### src/rtl/spatial_hash_grid_builder_core_assert.svh
// Assertion macros for the spatial hash grid builder core.
`ifndef SPATIAL_HASH_GRID_BUILDER_CORE_ASSERT_SVH
`define SPATIAL_HASH_GRID_BUILDER_CORE_ASSERT_SVH

// Same-cycle implication, checked out of reset.
`define SHG_ASSERT_NOW(lbl, ante, cons, msg) \
    lbl: assert property (@(posedge i_clk) disable iff (!i_rst_n) (ante) |-> (cons)) \
        else $error(msg);

// Next-cycle implication, checked out of reset.
`define SHG_ASSERT_NEXT(lbl, ante, cons, msg) \
    lbl: assert property (@(posedge i_clk) disable iff (!i_rst_n) (ante) |=> (cons)) \
        else $error(msg);

`endif

### src/rtl/shg_ram.sv
// Generic simple dual-port RAM with registered read.
module shg_ram #(
    parameter int W     = 8,
    parameter int DEPTH = 16
) (
    input  logic                     i_clk,
    input  logic                     i_we,
    input  logic [$clog2(DEPTH)-1:0] i_waddr,
    input  logic [W-1:0]             i_wdata,
    input  logic [$clog2(DEPTH)-1:0] i_raddr,
    output logic [W-1:0]             o_rdata
);
    logic [W-1:0] mem [DEPTH];
    logic [W-1:0] r_rdata;

    always_ff @(posedge i_clk) begin
        if (i_we) begin
            mem[i_waddr] <= i_wdata;
        end
        r_rdata <= mem[i_raddr];
    end

    assign o_rdata = r_rdata;
endmodule

### config.mk
export PLATFORM = sky130hd
export DESIGN_NAME = shg_ram
export DESIGN_NICKNAME = d
export VERILOG_FILES = /design/src/rtl/spatial_hash_grid_builder_core_assert.svh /design/src/rtl/shg_ram.sv
export SDC_FILE = /design/constraint.sdc
export NUM_CORES = 1
export LEC_CHECK = 0
export BUFFER_PORTS_ARGS = -buffer_cell sky130_fd_sc_hd__buf_2
export CORE_ASPECT_RATIO = 0.9
export CORE_UTILIZATION = 35
export DETAILED_ROUTE_END_ITERATION = 6
export PLACE_DENSITY = 0.58
export SLEW_MARGIN = 40
export SYNTH_ARGS = -nofsm -noshare
export SYNTH_HDL_FRONTEND = slang
export SYNTH_SLANG_ARGS = --single-unit
export TNS_END_PERCENT = 5
### constraint.sdc
create_clock -name i_clk -period 3.9 [get_ports i_clk]
set_input_delay 1.17 -clock i_clk [delete_from_list [all_inputs] [get_ports i_clk]]
set_output_delay 1.17 -clock i_clk [all_outputs]
set_load 0.02 [all_outputs]
# Word-level counts from Yosys, hierarchy flattened

Memory sizes are Yosys's and may differ from the RTL's. A register that Yosys moved wholly into a read port is not among the register bits.
Cells that the tools add are included.

Muxes and demuxes: 2

Operators by type and width:

| kind             | number |
|---|---|
| 2-to-1 mux 1 bit | 2 |

Register bits after elaboration: 0
Bits in writable memories: 128
Bits of input ports: 18
Output and inout port bits: 8
Logic and storage cells: 3
Memories: 1

Memories:

| name | depth | width | read ports | clocked after Yosys merged registers in | write ports | line          | RTL |
|---|---|---|---|---|---|---|---|
| mem  | 16    | 8     | 1          | 1                                       | 1           | shg_ram.sv:13 | `logic [W-1:0] mem [DEPTH];` |

# Logic depth before layout (Yosys ltp)

Gate-level depths: netlist of the first run.

Word-level depth: 2
Depth in mapped cells: 5
Mapped depth without buffers: 3

# Least setup slack after synthesis of the first run

No wires, ideal clock.

Kind: input to register
Start: in i_waddr[2]
End: mem mem[0][0] (enable)
Setup time: 0.383 ns
Arrival: 2.280 ns
Required time: 3.517 ns
Path slack: 1.237 ns
Cell stages on the path: 2
Path buffers: 0
Path through: or3b_2 > nor3_1

RTL lines:

| element     | line          | RTL |
|---|---|---|
| from (decl) | shg_ram.sv:8  | `input logic [$clog2(DEPTH)-1:0] i_waddr,` |
| to (decl)   | shg_ram.sv:13 |  |

Straight into the memory's write port.

==> results of run 1 <==
==> kinds of logic after synthesis <==
| kind of cell | count (synthesis) | synth area share [%] |
|---|---|---|
| flip-flops | 136 | 77.78 |
| buffers and inverters | 10 | 1.677 |
| AND/OR/NAND/NOR | 35 | 3.184 |
| multiplexers | 32 | 15.02 |
| AO/OA/AOI/OAI | 16 | 2.334 |
==> worst paths after layout <==
check	cells after the start	from	to
max	5	i_raddr[0]	o_rdata[1]
min	3	mem[14][7]	o_rdata[7]
max reg2reg	3	mem[9][1]	o_rdata[1]
min reg2reg	3	mem[14][7]	o_rdata[7]
==> worst max-delay path: cells and delay by family <==
kind                   cells  cell delay, ns
buffers and inverters      2            0.62
muxes                      1            0.57
AOI/OAI and AO/OA          1            0.29
and+or+nand+nor            1            0.10
==> through the flow <==
stage          utilization, %  std cells  area (sq um)  hold WS (ns)
2_1_floorplan               -        229          5147        0.6293
3_3_place_gp            38.71        445          5500        0.6572
3_5_place_dp            38.80        445          5513        0.6656
4_1_cts                 42.96        477          6105        0.6906
5_1_grt                 43.03        477          6115        0.7122
6_report                43.03        477          6115        0.6816
==> synth_stat cells <==
library cell     number  share of area [%]
buf_2                 3               0.29
buf_4                 1               0.15
nand2_1               9               0.66
and2b_1               1               0.15
nor2_1               13               0.95
mux4_2               18                7.9
dfxtp_1               8                3.1
nand3_1               1              0.097
and2_1                1               0.12
mux4_1               14                7.1
buf_6                 3               0.66
a22oi_1              16                2.3
clkdlybuf4s25_2       3               0.58
nand2b_1              2               0.24
nor3_1                4               0.39
edfxtp_1            128                 75
nor2b_1               1               0.12
or3b_2                1               0.17
nand3b_1              2               0.29
==> report_power, final <==
group | internal (W) | switching (W) | total, W | leakage [nW]
sequential | 0.00163 | 0.0000107 | 0.00164 | 1.22
clock | 0.000953 | 0.000610 | 0.00156 | 0.281
combinational | 0.0000624 | 0.0000968 | 0.000159 | 0.517
==> routing by layer <==
layer	up-vias	wire, microns	global-route usage, %
met2	59	4822	23.10
li1	1059	-	-
met1	1247	4415	18.04
met4	0	95	4.419
met3	6	382	4.409
met5	-	0	0
==> placed cells by master (no fill, tap or decap) <==
cell type   netlist  final
inv_6             0      5
nor2_2            0      7
clkbuf_16         0     17
and2b_1           1      1
bufinv_16         0      2
clkinv_4          0      4
nor3_2            0      1
edfxtp_1        128    128
dfxtp_1           8      8
clkinvlp_4        0      3
buf_12            0      1
buf_2             3     25
and2_1            1      1
a22oi_1          16     16
mux4_1           14     14
nand3_1           1      1
nor2b_1           1      1
nor3_1            4      3
mux4_2           18     18
nand3b_1          2      2
or3b_2            1      1
buf_4             1      7
nor2_1           13      6
clkinv_2          0      1
nand2_1           9      9
nand2b_1          2      2
==> layout make-up <==
cell class / instances / area [sq um]
Timing Repair Buffer: 33 / 197.7
Clock buffer: 17 / 425.4
Multi-Input combinational cell: 83 / 1080
Tap cell: 193 / 241.5
Clock inverter: 15 / 166.4
Fill cell: 1224 / 8095
Sequential cell: 136 / 4004
==> flip-flops by register name (all words and copies together) (netlist names) <==
register	flops
mem	128
o_rdata	8
==> impl_metrics.json, run 1 <==
{
  "cts_made_buffers": 17,
  "post-cts-setup-buffer-count": 0,
  "wirelength_microns": 9717,
  "firstDrtPassIters": 4,
  "max_slew_margin_pct": 46.44,
  "vias_per_cell": 4.971,
  "ctsHtreeMaxLevel": 4,
  "end_kind": "register",
  "netlist_instances": 229,
  "fin_crit_sh_pct": 63.43,
  "portBuffers": 25,
  "clock_path_buffers": 2,
  "grt_antenna_before_repair": 0,
  "vias": 2371,
  "synthToLayoutAreaGrowth_pct": 18.79,
  "skew_ns": 0.01008,
  "postCtsResizedCells": 0,
  "timing.final.hold_violations": 0,
  "yosys_warnings": 0,
  "ys_types": 19,
  "start_kind": "input port",
  "diodes": 0,
  "ios": 26,
  "track_usage_pct": 14.10,
  "drt.antenna.violating_nets": 0,
  "coreArea_sq_um": 14210,
  "dpl.hpwl_microns": 6315,
  "clk_pin_slew_ns": 0.06,
  "grt_max_degree": 33,
  "preCtsSetupSlack_ns": 0.9762,
  "placementRows": 41,
  "leakage_nw": 2.022,
  "fp.dieH_microns": 117.1,
  "hp-class": "reg2reg",
  "drv_cap": 0,
  "grt_pass1_vias": 2410,
  "final_max_slew_viol_count": 0,
  "cpPeakStageDelay_ns": 0.57,
  "syn_area_sq_um": 5147,
  "cp_slowest_cell": "mux4_1",
  "drtIter0Drc": 146,
  "finalNetCount": 289,
  "cts_tree": "built",
  "numClockSinks": 136,
  "syn_area_per_cell_sq_um": 22.48,
  "status": "finished clean",
  "synth_nets": 247,
  "synth_seq_cells": 136,
  "critPathKind": "in2reg",
  "r2r_slack_ns": 2.55,
  "root_buffer": "clkbuf_16",
  "critPathRequiredTime_ns": 4.18,
  "grt_first_pass_wirelength_microns": 14510,
  "postLayoutSetupSlackWorst_ns": 1.426,
  "cellPowerDensity_nw_per_um2": 550.6,
  "die_x_microns": 129.8,
  "overflow": 0,
  "insertion_delay_ns": 0.41,
  "fin_crit_ns": 2.474,
  "crit_chain": "buf_2, buf_12, mux4_1, a22oi_1, nand2_1",
  "yosysSeqAreaShare_pct": 77.78,
  "setup_violations": 0,
  "place_congestion": 0.7860,
  "drive_gt1_share_pct": 32.39,
  "dieArea_sq_um": 15200,
  "rsz0062_at_grt": "false",
  "power_w": 0.003367,
  "finalSetupTns_ns": 0,
  "drc": 0,
  "tightest_slew_ns": 0.8005,
  "ctsHoldBuffers": 0,
  "wl_per_cell_microns": 20.37,
  "cp_max_fo": 16,
  "max_freq_ghz": 0.4043,
  "ir_worst_vdd_mv": 0.2830,
  "worstPathArrival_ns": 2.75,
  "start_util_pct": 36.22
}
(Power assumes the default switching activity.)
==> run 2: changes to the inputs <==
Clock period 3.9 ns to 2.5 ns, I/O delays scaled along.
==> run 2 against run 1 <==
Combinational power grew 58%. Critical path depth down 4. Via count grew 4.1%. Non-clock buffer count rose by 13. Clock power is 74% higher. Sequential share of layout area shrank 1.6 points. Core utilization rose by 1.1 points. Sequential power up 57%. Power up 64%.
==> impl_metrics.json, run 2 (synthesis gave the netlist of run 1 again) <==
{
  "clk_pin_slew_ns": 0.06,
  "max_freq_ghz": 0.5749,
  "finalSetupTns_ns": 0,
  "start_util_pct": 36.22,
  "largest_register_ff_count": 128,
  "insertion_delay_ns": 0.41,
  "r2r_start": "mem[9][2]",
  "numClockSinks": 136,
  "status": "finished clean",
  "portBuffers": 25,
  "grt_max_degree": 33,
  "cellPowerDensity_nw_per_um2": 882.1,
  "cts_made_buffers": 17,
  "timing.final.hold_violations": 0,
  "fin_crit_ns": 1.739,
  "setup_violations": 0,
  "hp-class": "reg2reg",
  "final_common_cell": "edfxtp_1",
  "skew_ns": 0.006071,
  "crit_chain": "buf_2",
  "diodes": 0,
  "place_congestion": 0.7147,
  "root_buffer": "clkbuf_16",
  "track_usage_pct": 14.48,
  "drive_gt1_share_pct": 31.99,
  "end_kind": "primary output",
  "drt.antenna.violating_nets": 0,
  "ctsHoldBuffers": 0,
  "critPathRequiredTime_ns": 1.75,
  "reg2regPathDepth": 3,
  "path_buf_inv": 1,
  "drv_cap": 0,
  "ir_worst_vdd_mv": 0.5195,
  "max_slew_margin_pct": 71.76,
  "placementRows": 41,
  "leakage_nw": 2.124,
  "firstDrtPassIters": 5,
  "cpPeakStageDelay_ns": 0.38,
  "die_x_microns": 129.8,
  "finalNetCount": 302,
  "dieArea_sq_um": 15200,
  "fp.dieH_microns": 117.1,
  "coreArea_sq_um": 14210,
  "largest-register": "mem",
  "drtIter0Drc": 239,
  "synthToLayoutAreaGrowth_pct": 21.73,
  "hold_start": "mem[14][5]",
  "holdPathEnd": "o_rdata[5]",
  "worstPathArrival_ns": 0.99,
  "dpl.hpwl_microns": 6420,
  "start_kind": "register",
  "rsz0062_at_grt": "false",
  "post-cts-setup-buffer-count": 0,
  "r2r_slack_ns": 1.19,
  "final_max_slew_viol_count": 0,
  "wirelength_microns": 9914,
  "ctsHtreeMaxLevel": 4,
  "cts_tree": "built",
  "tightest_slew_ns": 0.4236,
  "critPathKind": "reg2out",
  "drc": 0,
  "overflow": 0,
  "final_cell_mix": "edfxtp_1, buf_2, buf_4",
  "cp_slowest_cell": "dfxtp_1",
  "whs_path_depth": 3,
  "vias_per_cell": 5.039,
  "rr_endpoint": "o_rdata[2]",
  "cp_max_fo": 1,
  "worst_hold_slack_ns": 0.6673,
  "fin_crit_sh_pct": 69.58,
  "grt_antenna_before_repair": 0,
  "ios": 26,
  "crit_family": "flip-flops",
  "postCtsResizedCells": 0,
  "grt_first_pass_wirelength_microns": 14970,
  "grt_pass1_vias": 2515,
  "wl_per_cell_microns": 20.23,
  "clock_path_buffers": 2,
  "vias": 2469
}
run 2: cell count changes in the layout (fill, tap and decap cells not counted), sizes merged:
| cell | before | now |
|---|---|---|
| bufinv | 2 | 5 |
| buf | 33 | 46 |
| clkbuf | 17 | 21 |
| clkinv | 5 | 3 |
| inv | 5 | 0 |
run 2: per-layer routing:
metal	global-route usage, %	vias up	share of wire, %
met4	6.279	0	1.3
met5	0	-	0
met1	18.73	1300	46
met2	23.14	69	47
li1	-	1086	-
met3	3.955	14	4.7
run 2: worst register-to-register path, delay by kind of cell (launching register included):
kind | cells | cell delay (ns)
AOI/OAI and AO/OA | 1 | 0.25
DFF | 1 | 0.36
and+or+nand+nor | 1 | 0.07
muxes | 1 | 0.53
run 2: cell type report:
type / instances / area, sq um
Fill cell: 1228 / 7944
Sequential cell: 136 / 4004
Multi-Input combinational cell: 83 / 1057
Clock buffer: 21 / 460.4
Timing Repair Buffer: 46 / 307.8
Tap cell: 193 / 241.5
Clock inverter: 11 / 195.2
run 2: per-stage QoR:
stage / power [W] / area (sq um) / std cells / worst slack (ns) / utilization [%]
2_1_floorplan: 0.002756 / 5147 / 229 / 0.2571 / -
3_3_place_gp: 0.002865 / 5610 / 458 / 0.3484 / 39.48
3_5_place_dp: 0.002872 / 5610 / 458 / 0.3436 / 39.48
4_1_cts: 0.005575 / 6266 / 490 / 0.7338 / 44.10
5_1_grt: 0.005696 / 6266 / 490 / 0.6768 / 44.10
6_report: 0.005527 / 6266 / 490 / 0.7606 / 44.10
run 2: how the worst max path moves through the flow:
stage / start / endpoint / cells past startpoint
floorplan: i_waddr[2] / mem[0][0] / 2
global placement: i_raddr[0] / o_rdata[5] / 5
detailed placement: i_raddr[0] / o_rdata[5] / 5
CTS: i_raddr[0] / o_rdata[4] / 5
global route: i_raddr[0] / o_rdata[5] / 5
finish: o_rdata[4] / o_rdata[4] / 1
run 2: where the power goes:
part	internal (W)	total [W]	leakage [nW]	switching (W)
registers	0.00255	0.00257	1.22	0.0000175
clock network	0.00182	0.00271	0.309	0.000885
logic	0.000105	0.000252	0.590	0.000148
total	0.00448	0.00553	2.12	0.00105
